[src/hw/rtl/espt_pkg.sv]
// ----------------------------------------------------------------------------
// espt_pkg: shared types and constants of the encoder speed/position tracker
// Register indexes, beat layouts, configuration and tracker state structs.
// ----------------------------------------------------------------------------
package espt_pkg;

  // counts per revolution, a power of two in 256 .. 65536
  localparam int unsigned COUNTS_PER_REV = 4096;

  localparam int unsigned CFG_IDX_W  = 2;
  localparam int unsigned CFG_DATA_W = 16;

  localparam int unsigned RAW_W    = 16;
  localparam int unsigned DIFF_W   = 17;
  localparam int unsigned TOTAL_W  = 32;
  localparam int unsigned POS_W    = 12;
  localparam int unsigned SPEED_W  = 16;
  localparam int unsigned OFFSET_W = 13;
  localparam int unsigned SCALE_W  = 16;
  localparam int unsigned SHIFT_W  = 4;

  localparam int unsigned FRAC_BITS   = 3;
  localparam int unsigned MAX_SHIFT   = 8;
  localparam int unsigned SPEED_SHIFT = 12;  // speed divisor of 4096
  // average holds a 16-bit speed with 3 fractional bits
  localparam int unsigned ACC_W = SPEED_W + FRAC_BITS;

  localparam logic [OFFSET_W-1:0] OFFSET_RST = '0;
  localparam logic [SCALE_W-1:0]  SCALE_RST  = 16'd60000;
  localparam logic [SHIFT_W-1:0]  SHIFT_RST  = 4'd3;

  typedef enum logic [CFG_IDX_W-1:0] {
    CFG_DIRECTION_INVERT = 2'd0,
    CFG_POSITION_OFFSET  = 2'd1,
    CFG_SPEED_SCALE      = 2'd2,
    CFG_SMOOTHING_SHIFT  = 2'd3
  } cfg_idx_e;

  typedef enum logic {
    REQ_SAMPLE = 1'b0,
    REQ_CLEAR  = 1'b1
  } req_e;

  typedef struct packed {
    logic                       direction_invert;
    logic signed [OFFSET_W-1:0] position_offset;
    logic        [SCALE_W-1:0]  speed_scale;
    logic        [SHIFT_W-1:0]  smoothing_shift;
  } cfg_t;

  typedef struct packed {
    logic [RAW_W-1:0]          last_count;
    logic [TOTAL_W-1:0]        total_count;
    logic signed [ACC_W-1:0]   smooth_acc;
  } state_t;

  typedef struct packed {
    req_e             req_type;
    logic [RAW_W-1:0] raw_count;
  } in_beat_t;

  typedef struct packed {
    logic signed [DIFF_W-1:0]  diff_ticks;
    logic signed [TOTAL_W-1:0] total_ticks;
    logic        [POS_W-1:0]   position;
    logic signed [SPEED_W-1:0] raw_speed;
    logic signed [SPEED_W-1:0] smooth_speed;
  } out_beat_t;

endpackage

[src/hw/rtl/espt_if.sv]
// ----------------------------------------------------------------------------
// espt_in_if / espt_out_if: valid/ready channels of the tracker
// Sample/clear request channel and result channel.
// ----------------------------------------------------------------------------
interface espt_in_if;
  logic                      valid;
  logic                      ready;
  espt_pkg::req_e            req_type;
  logic [espt_pkg::RAW_W-1:0] raw_count;

  modport source (output valid, output req_type, output raw_count, input ready);
  modport sink   (input valid, input req_type, input raw_count, output ready);
endinterface

interface espt_out_if;
  logic                                valid;
  logic                                ready;
  logic signed [espt_pkg::DIFF_W-1:0]  diff_ticks;
  logic signed [espt_pkg::TOTAL_W-1:0] total_ticks;
  logic        [espt_pkg::POS_W-1:0]   position;
  logic signed [espt_pkg::SPEED_W-1:0] raw_speed;
  logic signed [espt_pkg::SPEED_W-1:0] smooth_speed;

  modport source (output valid, output diff_ticks, output total_ticks,
                  output position, output raw_speed, output smooth_speed,
                  input ready);
  modport sink   (input valid, input diff_ticks, input total_ticks,
                  input position, input raw_speed, input smooth_speed,
                  output ready);
endinterface

[src/hw/rtl/espt_cfg_regs.sv]
// ----------------------------------------------------------------------------
// espt_cfg_regs: configuration register file
// Write-only registers for direction, offset, speed scale and smoothing.
// ----------------------------------------------------------------------------
module espt_cfg_regs (
  input  logic                              clk_i,
  input  logic                              rst_ni,
  input  logic                              cfg_we_i,
  input  logic [espt_pkg::CFG_IDX_W-1:0]    cfg_idx_i,
  input  logic [espt_pkg::CFG_DATA_W-1:0]   cfg_wdata_i,
  output espt_pkg::cfg_t                    cfg_o
);

  espt_pkg::cfg_t cfg_q, cfg_d;

  always_comb begin
    cfg_d = cfg_q;
    if (cfg_we_i) begin
      case (espt_pkg::cfg_idx_e'(cfg_idx_i))
        espt_pkg::CFG_DIRECTION_INVERT: cfg_d.direction_invert = cfg_wdata_i[0];
        espt_pkg::CFG_POSITION_OFFSET:
          cfg_d.position_offset = $signed(cfg_wdata_i[espt_pkg::OFFSET_W-1:0]);
        espt_pkg::CFG_SPEED_SCALE:
          cfg_d.speed_scale = cfg_wdata_i[espt_pkg::SCALE_W-1:0];
        espt_pkg::CFG_SMOOTHING_SHIFT:
          cfg_d.smoothing_shift = cfg_wdata_i[espt_pkg::SHIFT_W-1:0];
        default: cfg_d = cfg_q;
      endcase
    end
  end

  always_ff @(posedge clk_i or negedge rst_ni) begin
    if (!rst_ni) begin
      cfg_q.direction_invert <= 1'b0;
      cfg_q.position_offset  <= espt_pkg::OFFSET_RST;
      cfg_q.speed_scale      <= espt_pkg::SCALE_RST;
      cfg_q.smoothing_shift  <= espt_pkg::SHIFT_RST;
    end else begin
      cfg_q <= cfg_d;
    end
  end

  assign cfg_o = cfg_q;

endmodule

[src/hw/rtl/espt_datapath.sv]
// ----------------------------------------------------------------------------
// espt_datapath: single-pass tracker arithmetic
// Wrap-aware difference, total, speed scaling, smoothing and position.
// ----------------------------------------------------------------------------
module espt_datapath #(
  parameter int unsigned COUNTS_PER_REV = espt_pkg::COUNTS_PER_REV
) (
  input  espt_pkg::cfg_t     cfg_i,
  input  espt_pkg::state_t   state_i,
  input  espt_pkg::in_beat_t beat_i,
  output espt_pkg::state_t   state_o,
  output espt_pkg::out_beat_t beat_o
);

  localparam int unsigned PROD_W = 2 * espt_pkg::DIFF_W;
  localparam int unsigned QUOT_W = PROD_W - espt_pkg::SPEED_SHIFT;
  localparam int unsigned SUM_W  = espt_pkg::ACC_W + espt_pkg::MAX_SHIFT + 1;
  localparam logic [espt_pkg::TOTAL_W-1:0] CPR_MASK =
    espt_pkg::TOTAL_W'(COUNTS_PER_REV - 1);
  localparam logic signed [QUOT_W-1:0] SAT_HI = QUOT_W'(32767);
  localparam logic signed [QUOT_W-1:0] SAT_LO = -(QUOT_W'(32768));

  logic                                is_clear;
  logic [espt_pkg::RAW_W-1:0]          fwd, bwd;
  logic signed [espt_pkg::DIFF_W-1:0]  d_near, d_dir, d;
  logic signed [espt_pkg::DIFF_W-1:0]  scale_s;
  logic signed [PROD_W-1:0]            prod, prod_adj;
  logic signed [QUOT_W-1:0]            quot;
  logic signed [espt_pkg::SPEED_W-1:0] speed_sat, speed;
  logic [espt_pkg::SHIFT_W-1:0]        k;
  logic signed [SUM_W-1:0]             acc_ext, speed_ext, sum, sum_sh;
  logic signed [espt_pkg::ACC_W-1:0]   acc_new, acc_out;
  logic [espt_pkg::TOTAL_W-1:0]        total_new, total_out, pos_full;

  assign is_clear = (beat_i.req_type == espt_pkg::REQ_CLEAR);

  // shorter of the two wrap distances, a tie goes forward
  assign fwd    = beat_i.raw_count - state_i.last_count;
  assign bwd    = state_i.last_count - beat_i.raw_count;
  assign d_near = (fwd > bwd) ? -$signed({1'b0, bwd}) : $signed({1'b0, fwd});
  assign d_dir  = cfg_i.direction_invert ? -d_near : d_near;
  assign d      = is_clear ? '0 : d_dir;

  // speed = d * scale / 4096, truncated toward zero, then saturated
  assign scale_s  = $signed({1'b0, cfg_i.speed_scale});
  assign prod     = d * scale_s;
  assign prod_adj = prod + (prod[PROD_W-1] ? PROD_W'(4095) : PROD_W'(0));
  assign quot     = prod_adj[PROD_W-1:espt_pkg::SPEED_SHIFT];

  always_comb begin
    if (quot > SAT_HI) begin
      speed_sat = espt_pkg::SPEED_W'(SAT_HI);
    end else if (quot < SAT_LO) begin
      speed_sat = espt_pkg::SPEED_W'(SAT_LO);
    end else begin
      speed_sat = quot[espt_pkg::SPEED_W-1:0];
    end
  end

  assign speed = is_clear ? '0 : speed_sat;

  // acc = floor((acc * (2^k - 1) + speed * 8) / 2^k)
  assign k = (cfg_i.smoothing_shift > espt_pkg::SHIFT_W'(espt_pkg::MAX_SHIFT))
             ? espt_pkg::SHIFT_W'(espt_pkg::MAX_SHIFT) : cfg_i.smoothing_shift;
  assign acc_ext   = {{(SUM_W-espt_pkg::ACC_W){state_i.smooth_acc[espt_pkg::ACC_W-1]}},
                      state_i.smooth_acc};
  assign speed_ext = {{(SUM_W-espt_pkg::ACC_W){speed_sat[espt_pkg::SPEED_W-1]}},
                      speed_sat, {espt_pkg::FRAC_BITS{1'b0}}};
  assign sum       = (acc_ext <<< k) - acc_ext + speed_ext;
  assign sum_sh    = sum >>> k;
  assign acc_new   = sum_sh[espt_pkg::ACC_W-1:0];
  assign acc_out   = is_clear ? state_i.smooth_acc : acc_new;

  assign total_new = is_clear ? '0
                   : state_i.total_count
                     + {{(espt_pkg::TOTAL_W-espt_pkg::DIFF_W){d[espt_pkg::DIFF_W-1]}}, d};
  assign total_out = total_new
                   + {{(espt_pkg::TOTAL_W-espt_pkg::OFFSET_W)
                       {cfg_i.position_offset[espt_pkg::OFFSET_W-1]}},
                      cfg_i.position_offset};
  // power-of-two revolution: the mask gives the euclidean remainder
  assign pos_full  = total_out & CPR_MASK;

  assign state_o.last_count  = is_clear ? state_i.last_count : beat_i.raw_count;
  assign state_o.total_count = total_new;
  assign state_o.smooth_acc  = acc_out;

  assign beat_o.diff_ticks   = d;
  assign beat_o.total_ticks  = $signed(total_out);
  assign beat_o.position     = pos_full[espt_pkg::POS_W-1:0];
  assign beat_o.raw_speed    = speed;
  assign beat_o.smooth_speed = acc_out[espt_pkg::ACC_W-1:espt_pkg::FRAC_BITS];

endmodule

[src/hw/rtl/encoder_speed_position_tracker_unit.sv]
// ----------------------------------------------------------------------------
// encoder_speed_position_tracker_unit: encoder speed and position tracker
// Path: an accepted request beat enters the input register, its result the
//   result register. Throughput: one beat per cycle unless the result side
//   stalls; the path is the one 17x17 multiply of the speed scaling between them.
// Reset: tracker state, valids and configuration clear asynchronously on
//   rst_ni; configuration returns to scale 60000, shift 3, others zero.
// ----------------------------------------------------------------------------
module encoder_speed_position_tracker_unit #(
  parameter int unsigned COUNTS_PER_REV = espt_pkg::COUNTS_PER_REV
) (
  input  logic                            clk_i,
  input  logic                            rst_ni,
  // configuration write port
  input  logic                            cfg_we_i,
  input  logic [espt_pkg::CFG_IDX_W-1:0]  cfg_idx_i,
  input  logic [espt_pkg::CFG_DATA_W-1:0] cfg_wdata_i,
  // request and result channels
  espt_in_if.sink                         in_i,
  espt_out_if.source                      out_o
);

  espt_pkg::cfg_t      cfg;
  espt_pkg::state_t    state_q, state_d;
  espt_pkg::in_beat_t  in_beat_q;
  espt_pkg::out_beat_t res_beat, out_beat_q;
  logic                in_vld_q;
  logic                out_vld_q;
  logic                advance;

  espt_cfg_regs u_cfg_regs (
    .clk_i       (clk_i),
    .rst_ni      (rst_ni),
    .cfg_we_i    (cfg_we_i),
    .cfg_idx_i   (cfg_idx_i),
    .cfg_wdata_i (cfg_wdata_i),
    .cfg_o       (cfg)
  );

  // the whole step is one combinational pass from the input register
  espt_datapath #(
    .COUNTS_PER_REV (COUNTS_PER_REV)
  ) u_datapath (
    .cfg_i   (cfg),
    .state_i (state_q),
    .beat_i  (in_beat_q),
    .state_o (state_d),
    .beat_o  (res_beat)
  );

  // the input register moves on when it is empty or the result register is empty or drains
  assign advance  = !out_vld_q || out_o.ready;
  assign in_i.ready = !in_vld_q || advance;

  // input register
  always_ff @(posedge clk_i or negedge rst_ni) begin
    if (!rst_ni) begin
      in_vld_q <= 1'b0;
    end else if (in_i.ready) begin
      in_vld_q <= in_i.valid;
    end
  end

  always_ff @(posedge clk_i) begin
    if (in_i.ready && in_i.valid) begin
      in_beat_q.req_type  <= in_i.req_type;
      in_beat_q.raw_count <= in_i.raw_count;
    end
  end

  // result register and tracker state commit together
  always_ff @(posedge clk_i or negedge rst_ni) begin
    if (!rst_ni) begin
      out_vld_q <= 1'b0;
      state_q   <= '0;
    end else if (advance) begin
      out_vld_q <= in_vld_q;
      if (in_vld_q) begin
        state_q <= state_d;
      end
    end
  end

  always_ff @(posedge clk_i) begin
    if (advance && in_vld_q) begin
      out_beat_q <= res_beat;
    end
  end

  assign out_o.valid        = out_vld_q;
  assign out_o.diff_ticks   = out_beat_q.diff_ticks;
  assign out_o.total_ticks  = out_beat_q.total_ticks;
  assign out_o.position     = out_beat_q.position;
  assign out_o.raw_speed    = out_beat_q.raw_speed;
  assign out_o.smooth_speed = out_beat_q.smooth_speed;

endmodule

[src/flat_wrapper.sv]
// flat-port wrapper written by rule: the top's interface ports become plain ports
module encoder_speed_position_tracker_unit_flat 
#(
  parameter int unsigned COUNTS_PER_REV = espt_pkg::COUNTS_PER_REV
)
  (clk_i, rst_ni, cfg_we_i, cfg_idx_i, cfg_wdata_i, in_i_valid, in_i_req_type, in_i_raw_count, in_i_ready, out_o_valid, out_o_diff_ticks, out_o_total_ticks, out_o_position, out_o_raw_speed, out_o_smooth_speed, out_o_ready);
  espt_in_if in_i_i ();
  espt_out_if out_o_i ();
  input  logic clk_i;
  input  logic rst_ni;
  input  logic cfg_we_i;
  input  logic [espt_pkg::CFG_IDX_W-1:0] cfg_idx_i;
  input  logic [espt_pkg::CFG_DATA_W-1:0] cfg_wdata_i;
  input wire logic [$bits(in_i_i.valid)-1:0] in_i_valid;
  input wire logic [$bits(in_i_i.req_type)-1:0] in_i_req_type;
  input wire logic [$bits(in_i_i.raw_count)-1:0] in_i_raw_count;
  output wire logic [$bits(in_i_i.ready)-1:0] in_i_ready;
  output wire logic [$bits(out_o_i.valid)-1:0] out_o_valid;
  output wire logic [$bits(out_o_i.diff_ticks)-1:0] out_o_diff_ticks;
  output wire logic [$bits(out_o_i.total_ticks)-1:0] out_o_total_ticks;
  output wire logic [$bits(out_o_i.position)-1:0] out_o_position;
  output wire logic [$bits(out_o_i.raw_speed)-1:0] out_o_raw_speed;
  output wire logic [$bits(out_o_i.smooth_speed)-1:0] out_o_smooth_speed;
  input wire logic [$bits(out_o_i.ready)-1:0] out_o_ready;
  assign in_i_i.valid = in_i_valid;
  assign in_i_i.req_type = in_i_req_type;
  assign in_i_i.raw_count = in_i_raw_count;
  assign in_i_ready = in_i_i.ready;
  assign out_o_valid = out_o_i.valid;
  assign out_o_diff_ticks = out_o_i.diff_ticks;
  assign out_o_total_ticks = out_o_i.total_ticks;
  assign out_o_position = out_o_i.position;
  assign out_o_raw_speed = out_o_i.raw_speed;
  assign out_o_smooth_speed = out_o_i.smooth_speed;
  assign out_o_i.ready = out_o_ready;
  encoder_speed_position_tracker_unit #(.COUNTS_PER_REV(COUNTS_PER_REV)) u_core (.clk_i(clk_i), .rst_ni(rst_ni), .cfg_we_i(cfg_we_i), .cfg_idx_i(cfg_idx_i), .cfg_wdata_i(cfg_wdata_i), .in_i(in_i_i), .out_o(out_o_i));
endmodule
[config.mk]
export PLATFORM = sky130hd
export DESIGN_NAME = encoder_speed_position_tracker_unit_flat
export DESIGN_NICKNAME = d
export VERILOG_FILES = /design/src/hw/rtl/espt_pkg.sv /design/src/hw/rtl/espt_if.sv /design/src/hw/rtl/espt_cfg_regs.sv /design/src/hw/rtl/espt_datapath.sv /design/src/hw/rtl/encoder_speed_position_tracker_unit.sv /design/src/flat_wrapper.sv
export SDC_FILE = /design/constraint.sdc
export NUM_CORES = 1
export LEC_CHECK = 0
export BUFFER_PORTS_ARGS = -buffer_cell sky130_fd_sc_hd__buf_2
export CORE_ASPECT_RATIO = 2
export CORE_MARGIN = 5
export CORE_UTILIZATION = 43
export DETAILED_ROUTE_END_ITERATION = 16
export PLACE_DENSITY = 0.71
export SETUP_SLACK_MARGIN = 0.05
export SLEW_MARGIN = 0
export SYNTH_ARGS = -nofsm -noshare
export SYNTH_HDL_FRONTEND = slang
export SYNTH_SLANG_ARGS = --single-unit
[constraint.sdc]
create_clock -name clk_i -period 31.1 [get_ports clk_i]
set_input_delay 0 -clock clk_i [delete_from_list [all_inputs] [get_ports clk_i]]
set_output_delay 0 -clock clk_i [all_outputs]
set_load 0.02 [all_outputs]
==> run summary, run 1 <==
worst setup margin - 10.81 ns
Layout Utilization - 47.44%
Syn Area/Cell - 9.024 µm²
CP max stage delay - 0.87 ns
max-slew violations - 0
clock tree buffer depth - 3
Final Setup Violations - 0
synthesis warning total - 0
CTS Buf Count - 21
htree depth - 1
layout cell share with drive strength beyond 1 - 10.76%
CP Launch Point - u_core.in_beat_q[0]
DR WL/cell - 19.45 µm
Final ANT Viol Nets - 0
Clock transition at path regs - 0.06 ns
reg2reg end - u_core.out_o.smooth_speed[13]
CP dominant cell by count - fa_1
CTS resizes - 0
Critical-path top delay cell - nand2_1
reg2reg start - u_core.in_beat_q[0]
setup TNS - 0 ns
min-delay worst type - in2async
worst relative slew slack - 29.68%
Sequential Area - 5534 µm²
global-route wire length before repair - 127.4 mm
First DRT Iteration DRCs - 1426
initial antenna violation count - 3
Root Buffer - clkbuf_16
ys async rst share - 51.24%
die height - 372.1 µm
grt ovf - 0
RSZ-0062 raised after global routing - false
global placement routability congestion - 0.9393
Initial Util - 43.43%
Sink Count - 201
Arr. time, crit path - 20.57 ns
Seq/Total Area, Yosys - 19.62%
post-DR vias/cell - 5.590
Fin Hold WS - 0.1183 ns
CP startpoint kind - flip-flop
final hold vios - 0
num rows - 132
Chip Width - 191.1 µm
DR pass1 iterations - 5
Worst setup EP type - flip-flop
Mapped Nets - 3698
Post-Route WL - 79.89 mm
Final HPWL DP - 63.09 mm
All-Layer GR Usage - 22.60%
CTS tree - built
Post-Syn Area - 28190 µm²
FILL cells - 6179
vias in the first global route - 24471
synthesized flop and latch total - 201
min cycle time layout - 20.29 ns
Clock Skew - 0.02324 ns
total of max-cap violations - 0
flop2flop setup slack - 10.81 ns
WP data required - 31.38 ns
core footprint - 64910 µm²
Final period util - 65.23%
hold_buf cts - 42
CP max FO - 34
status - finished clean
count of different cell masters after synthesis - 95
largest net degree at the start of global routing - 75
clk_lat worst skew - 0.55 ns
# DRC - 0
Worst-Margin Slew - 1.055 ns
I/O Buffers - 134
die area - 71090 µm²
pre-CTS setup slack - 11.00 ns
number of synthesized flops with an enable pin - 98
IO Pins - 135
Synth Instances - 3124
# nets final - 3794
Most used DFF post-synth - edfxtp_1
worst reg2reg path depth - 68
Max Freq - 49.30 MHz
DR vias - 22958
synthesis-to-layout area growth - 9.227%
post-CTS setup buffers - 0
Multi-input gate area - 20400 µm²
WS Path Type - reg2reg
worst max-delay path: cells and delay by family, from the launching register on:
| family | cells | cell delay [ns] |
|---|---|---|
| flops | 1 | 0.41 |
| compound gates | 29 | 7.48 |
| mux | 5 | 1.56 |
| simple gates | 10 | 2.58 |
| fa+ha+maj | 14 | 5.55 |
| buf+inv | 8 | 1.56 |
| xor+xnor | 2 | 0.82 |
worst max-delay path by stage:
| stage | to | slack [ns] |
|---|---|---|
| global placement | u_core.out_o.smooth_speed[13] | 11.41 |
| CTS | u_core.out_o.smooth_speed[13] | 10.95 |
| detailed placement | u_core.out_o.smooth_speed[13] | 11.00 |
| finish | u_core.out_o.smooth_speed[13] | 10.81 |
| global route | u_core.out_o.smooth_speed[13] | 9.64 |
| floorplan | u_core.out_o.smooth_speed[13] | 13.00 |
routing by layer:
metal,vias up,part of all wire (%),global-route usage (%)
met5,-,0.026,0
met2,737,54,42.94
met3,296,4.6,2.502
met4,4,7.0,13.73
met1,11266,35,23.43
li1,10655,-,-
cell usage after synthesis, types with 92 or more instances:
library cell	count	area share [%]
edfxtp_1	98	10
a21oi_1	159	2.8
clkbuf_1	95	1.3
ha_1	226	10
o21ai_0	140	2.5
inv_1	446	5.9
and2_1	151	3.4
fa_1	308	22
dfrtp_1	94	8.3
nand2_1	330	4.4
nor2_1	161	2.1
xnor2_1	92	2.9
state kept, by name (all words and copies together), names as in the netlist:
name	count
u_core.out_o.raw_speed	16
u_core.out_o.diff_ticks	17
u_core.out_o.smooth_speed	16
u_core.out_o.valid	1
u_core.state_q	67
u_core.u_cfg_regs.cfg_o	34
u_core.out_o.position	11
u_core.out_o.total_ticks	21
u_core.in_beat_q	17
u_core.in_vld_q	1
layout make-up:
cell class                 count  area share (%)
timing repair buffer         212           4.429
multi-input combinational   2336           66.26
sequential                   201           17.97
clock inverter                15          0.5892
tap                          871           3.539
clock buffer                  23           1.731
inverter                     448           5.469
antenna                        1        0.008126
cell usage in the layout, fill, tap and decap left out, types with 98 or more instances in the layout:
| cell | count |
|---|---|
| buf_2 | 133 |
| nand2_1 | 329 |
| a21oi_1 | 157 |
| and2_1 | 151 |
| fa_1 | 308 |
| edfxtp_1 | 98 |
| inv_1 | 446 |
| nor2_1 | 159 |
| ha_1 | 226 |
| o21ai_0 | 140 |
through the flow:
| step | cells | cell area (µm²) |
|---|---|---|
| after floorplan | 3124 | 28190 |
| after CTS | 4106 | 30790 |
| after global placement | 4026 | 29660 |
| after detailed placement | 4026 | 29660 |
| after global routing | 4106 | 30790 |
| final | 4107 | 30790 |
cells by family after synthesis:
group           after synthesis  share of synthesized area [%]
mux                         122                          4.931
compound gates              642                          15.38
buf+inv                     587                          8.117
flops                       201                          19.62
fa+ha+maj                   534                          31.90
simple gates                883                          15.11
xor+xnor                    155                          4.944
Power of run 1 is left out: the tool's default activity adds up to more than one toggle a clock period on the data nets, which glitch-free logic cannot reach.
==> inputs of run 2 (changes only) <==
Clock period 31.1 ns to 20.2 ns, I/O delays scaled along.
==> run 2 against run 1 <==
Hold slack improved by 0.00056 ns. Critical path depth down 1. Global-route usage is 0.14 points lower. First-iteration DRC count rose by 4.3%. Worst setup slack got worse by 9.5 ns. Flip-flop and latch count unchanged. Cell area is 0.46% higher. Die area did not move. Count of clock-buffer cells in the layout is 2 higher. Register-to-register slack got worse by 9.5 ns. Core utilization is 0.22 points higher.
==> run summary, run 2 (synthesis results as in run 1) <==
Arr. time, crit path - 19.31 ns (was 20.57 ns)
status - finished clean (unchanged)
Clock Skew - 0.02010 ns (was 0.02324 ns)
global-route wire length before repair - 126.6 mm (was 127.4 mm)
Root Buffer - clkbuf_16 (unchanged)
clock tree buffer depth - 3 (unchanged)
Critical-path top delay cell - a2111oi_0 (was nand2_1)
Post-Route WL - 79.71 mm (was 79.89 mm)
DR WL/cell - 19.36 µm (was 19.45 µm)
# DRC - 0 (unchanged)
CP dominant cell by count - fa_1 (unchanged)
flop2flop setup slack - 1.34 ns (was 10.81 ns)
max-slew violations - 0 (unchanged)
layout cell share with drive strength beyond 1 - 11.00% (was 10.76%)
num rows - 132 (unchanged)
CP Launch Point - u_core.in_beat_q[0] (unchanged)
Final period util - 93.37% (was 65.23%)
reg2reg end - u_core.out_o.smooth_speed[12] (was u_core.out_o.smooth_speed[13])
final hold vios - 0 (unchanged)
Worst setup EP type - flip-flop (unchanged)
largest net degree at the start of global routing - 120 (was 75)
placed instance area - 29680 µm² (was 29660 µm²)
CP Buf/Inv Count - 9 (was 8)
Worst-Margin Slew - 1.073 ns (was 1.055 ns)
CP max FO - 18 (was 34)
worst reg2reg path depth - 67 (was 68)
Final HPWL DP - 62.86 mm (was 63.09 mm)
grt ovf - 0 (unchanged)
die area - 71090 µm² (unchanged)
I/O Buffers - 134 (unchanged)
CP max stage delay - 0.61 ns (was 0.87 ns)
setup TNS - 0 ns (unchanged)
CTS Buf Count - 23 (was 21)
core footprint - 64910 µm² (unchanged)
RSZ-0062 raised after global routing - false (unchanged)
Sink Count - 201 (unchanged)
WP data required - 20.65 ns (was 31.38 ns)
First DRT Iteration DRCs - 1487 (was 1426)
die height - 372.1 µm (unchanged)
worst relative slew slack - 28.20% (was 29.68%)
most frequent cells in the layout - 446 x inv_1, 329 x nand2_1, 308 x fa_1 (unchanged)
global placement routability congestion - 0.9524 (was 0.9393)
min-delay worst type - in2reg (was in2async)
Final ANT Viol Nets - 0 (unchanged)
Chip Width - 191.1 µm (unchanged)
DR pass1 iterations - 5 (unchanged)
initial antenna violation count - 1 (was 3)
most common cell after layout, fill and taps aside - inv_1 (unchanged)
finished layout cell area - 30930 µm² (was 30790 µm²)
Biggest register - u_core.state_q (unchanged)
Initial Util - 43.43% (unchanged)
worst setup margin - 1.338 ns (was 10.81 ns)
Largest register FFs - 67 (unchanged)
All-Layer GR Usage - 22.45% (was 22.60%)
vias in the first global route - 24299 (was 24471)
CTS tree - built (unchanged)
family with the most delay on the worst path - compound AO/OA/AOI/OAI gates (unchanged)
reg2reg start - u_core.in_beat_q[0] (unchanged)
# nets final - 3802 (was 3794)
synthesis-to-layout area growth - 9.728% (was 9.227%)
htree depth - 1 (unchanged)
total of max-cap violations - 0 (unchanged)
Fin Hold WS - 0.1189 ns (was 0.1183 ns)
Clock transition at path regs - 0.08 ns (was 0.06 ns)
Max Freq - 53.02 MHz (was 49.30 MHz)
Crit path depth - 67 (was 68)
min cycle time layout - 18.86 ns (was 20.29 ns)
CP endpoint - u_core.out_o.smooth_speed[12] (was u_core.out_o.smooth_speed[13])
Final Setup Violations - 0 (unchanged)
pre-CTS setup slack - 1.000 ns (was 11.00 ns)
DR vias - 22988 (was 22958)
post-DR vias/cell - 5.584 (was 5.590)
WS Path Type - reg2reg (unchanged)
IO Pins - 135 (unchanged)
CP startpoint kind - flip-flop (unchanged)
clk_lat worst skew - 0.59 ns (was 0.55 ns)
## run 2: through the flow
stage | utilization (%) | instances
global placement | 45.73 | 4028
global route | 47.66 | 4116
floorplan | - | 3124
finish | 47.66 | 4117
detailed placement | 45.73 | 4028
CTS | 47.58 | 4113
## run 2: how the worst min path moves through the flow
stage,cells past startpoint,startpoint,to
floorplan,0,rst_ni,u_core.in_vld_q
global placement,1,rst_ni,u_core.state_q[61]
detailed placement,1,rst_ni,u_core.state_q[61]
CTS,2,in_i_raw_count[9],u_core.in_beat_q[9]
global route,2,in_i_raw_count[10],u_core.in_beat_q[10]
finish,2,in_i_raw_count[10],u_core.in_beat_q[10]
## run 2: worst register-to-register path: cells and delay by family, from the launching register on
kind	cells	cell delay, ns
mux	3	1.01
compound gates	32	8.31
fa+ha+maj	13	5.38
flops	1	0.41
xor+xnor	1	0.12
simple gates	9	2.17
buf+inv	9	1.37
## run 2: layout make-up
| class | count | area [µm²] |
|---|---|---|
| multi-input cells | 2336 | 20410 |
| well taps | 871 | 1090 |
| clock inverters | 17 | 176.4 |
| flip-flops and latches | 201 | 5534 |
| clock buffers | 25 | 593.1 |
| inverters | 448 | 1684 |
| repair buffers | 218 | 1449 |
| diodes | 1 | 2.502 |
| fillers | 6212 | 33970 |
## run 2: layer usage
| layer | global-route usage, % | vias to the layer above | wire [µm] |
|---|---|---|---|
| met5 | 0 | - | 13 |
| met4 | 13.33 | 2 | 5550 |
| met3 | 2.343 | 294 | 3818 |
| met2 | 42.79 | 718 | 42700 |
| met1 | 23.40 | 11314 | 27630 |
| li1 | - | 10660 | - |
## run 2: what timing repair did
action,CTS,global route
resized for setup,0,1
hold buffers,43,0
endpoints found under the setup margin,0,24
buffers inserted,0,3
endpoints found under the hold margin,97,0
Power of run 2 is left out for the same reason.
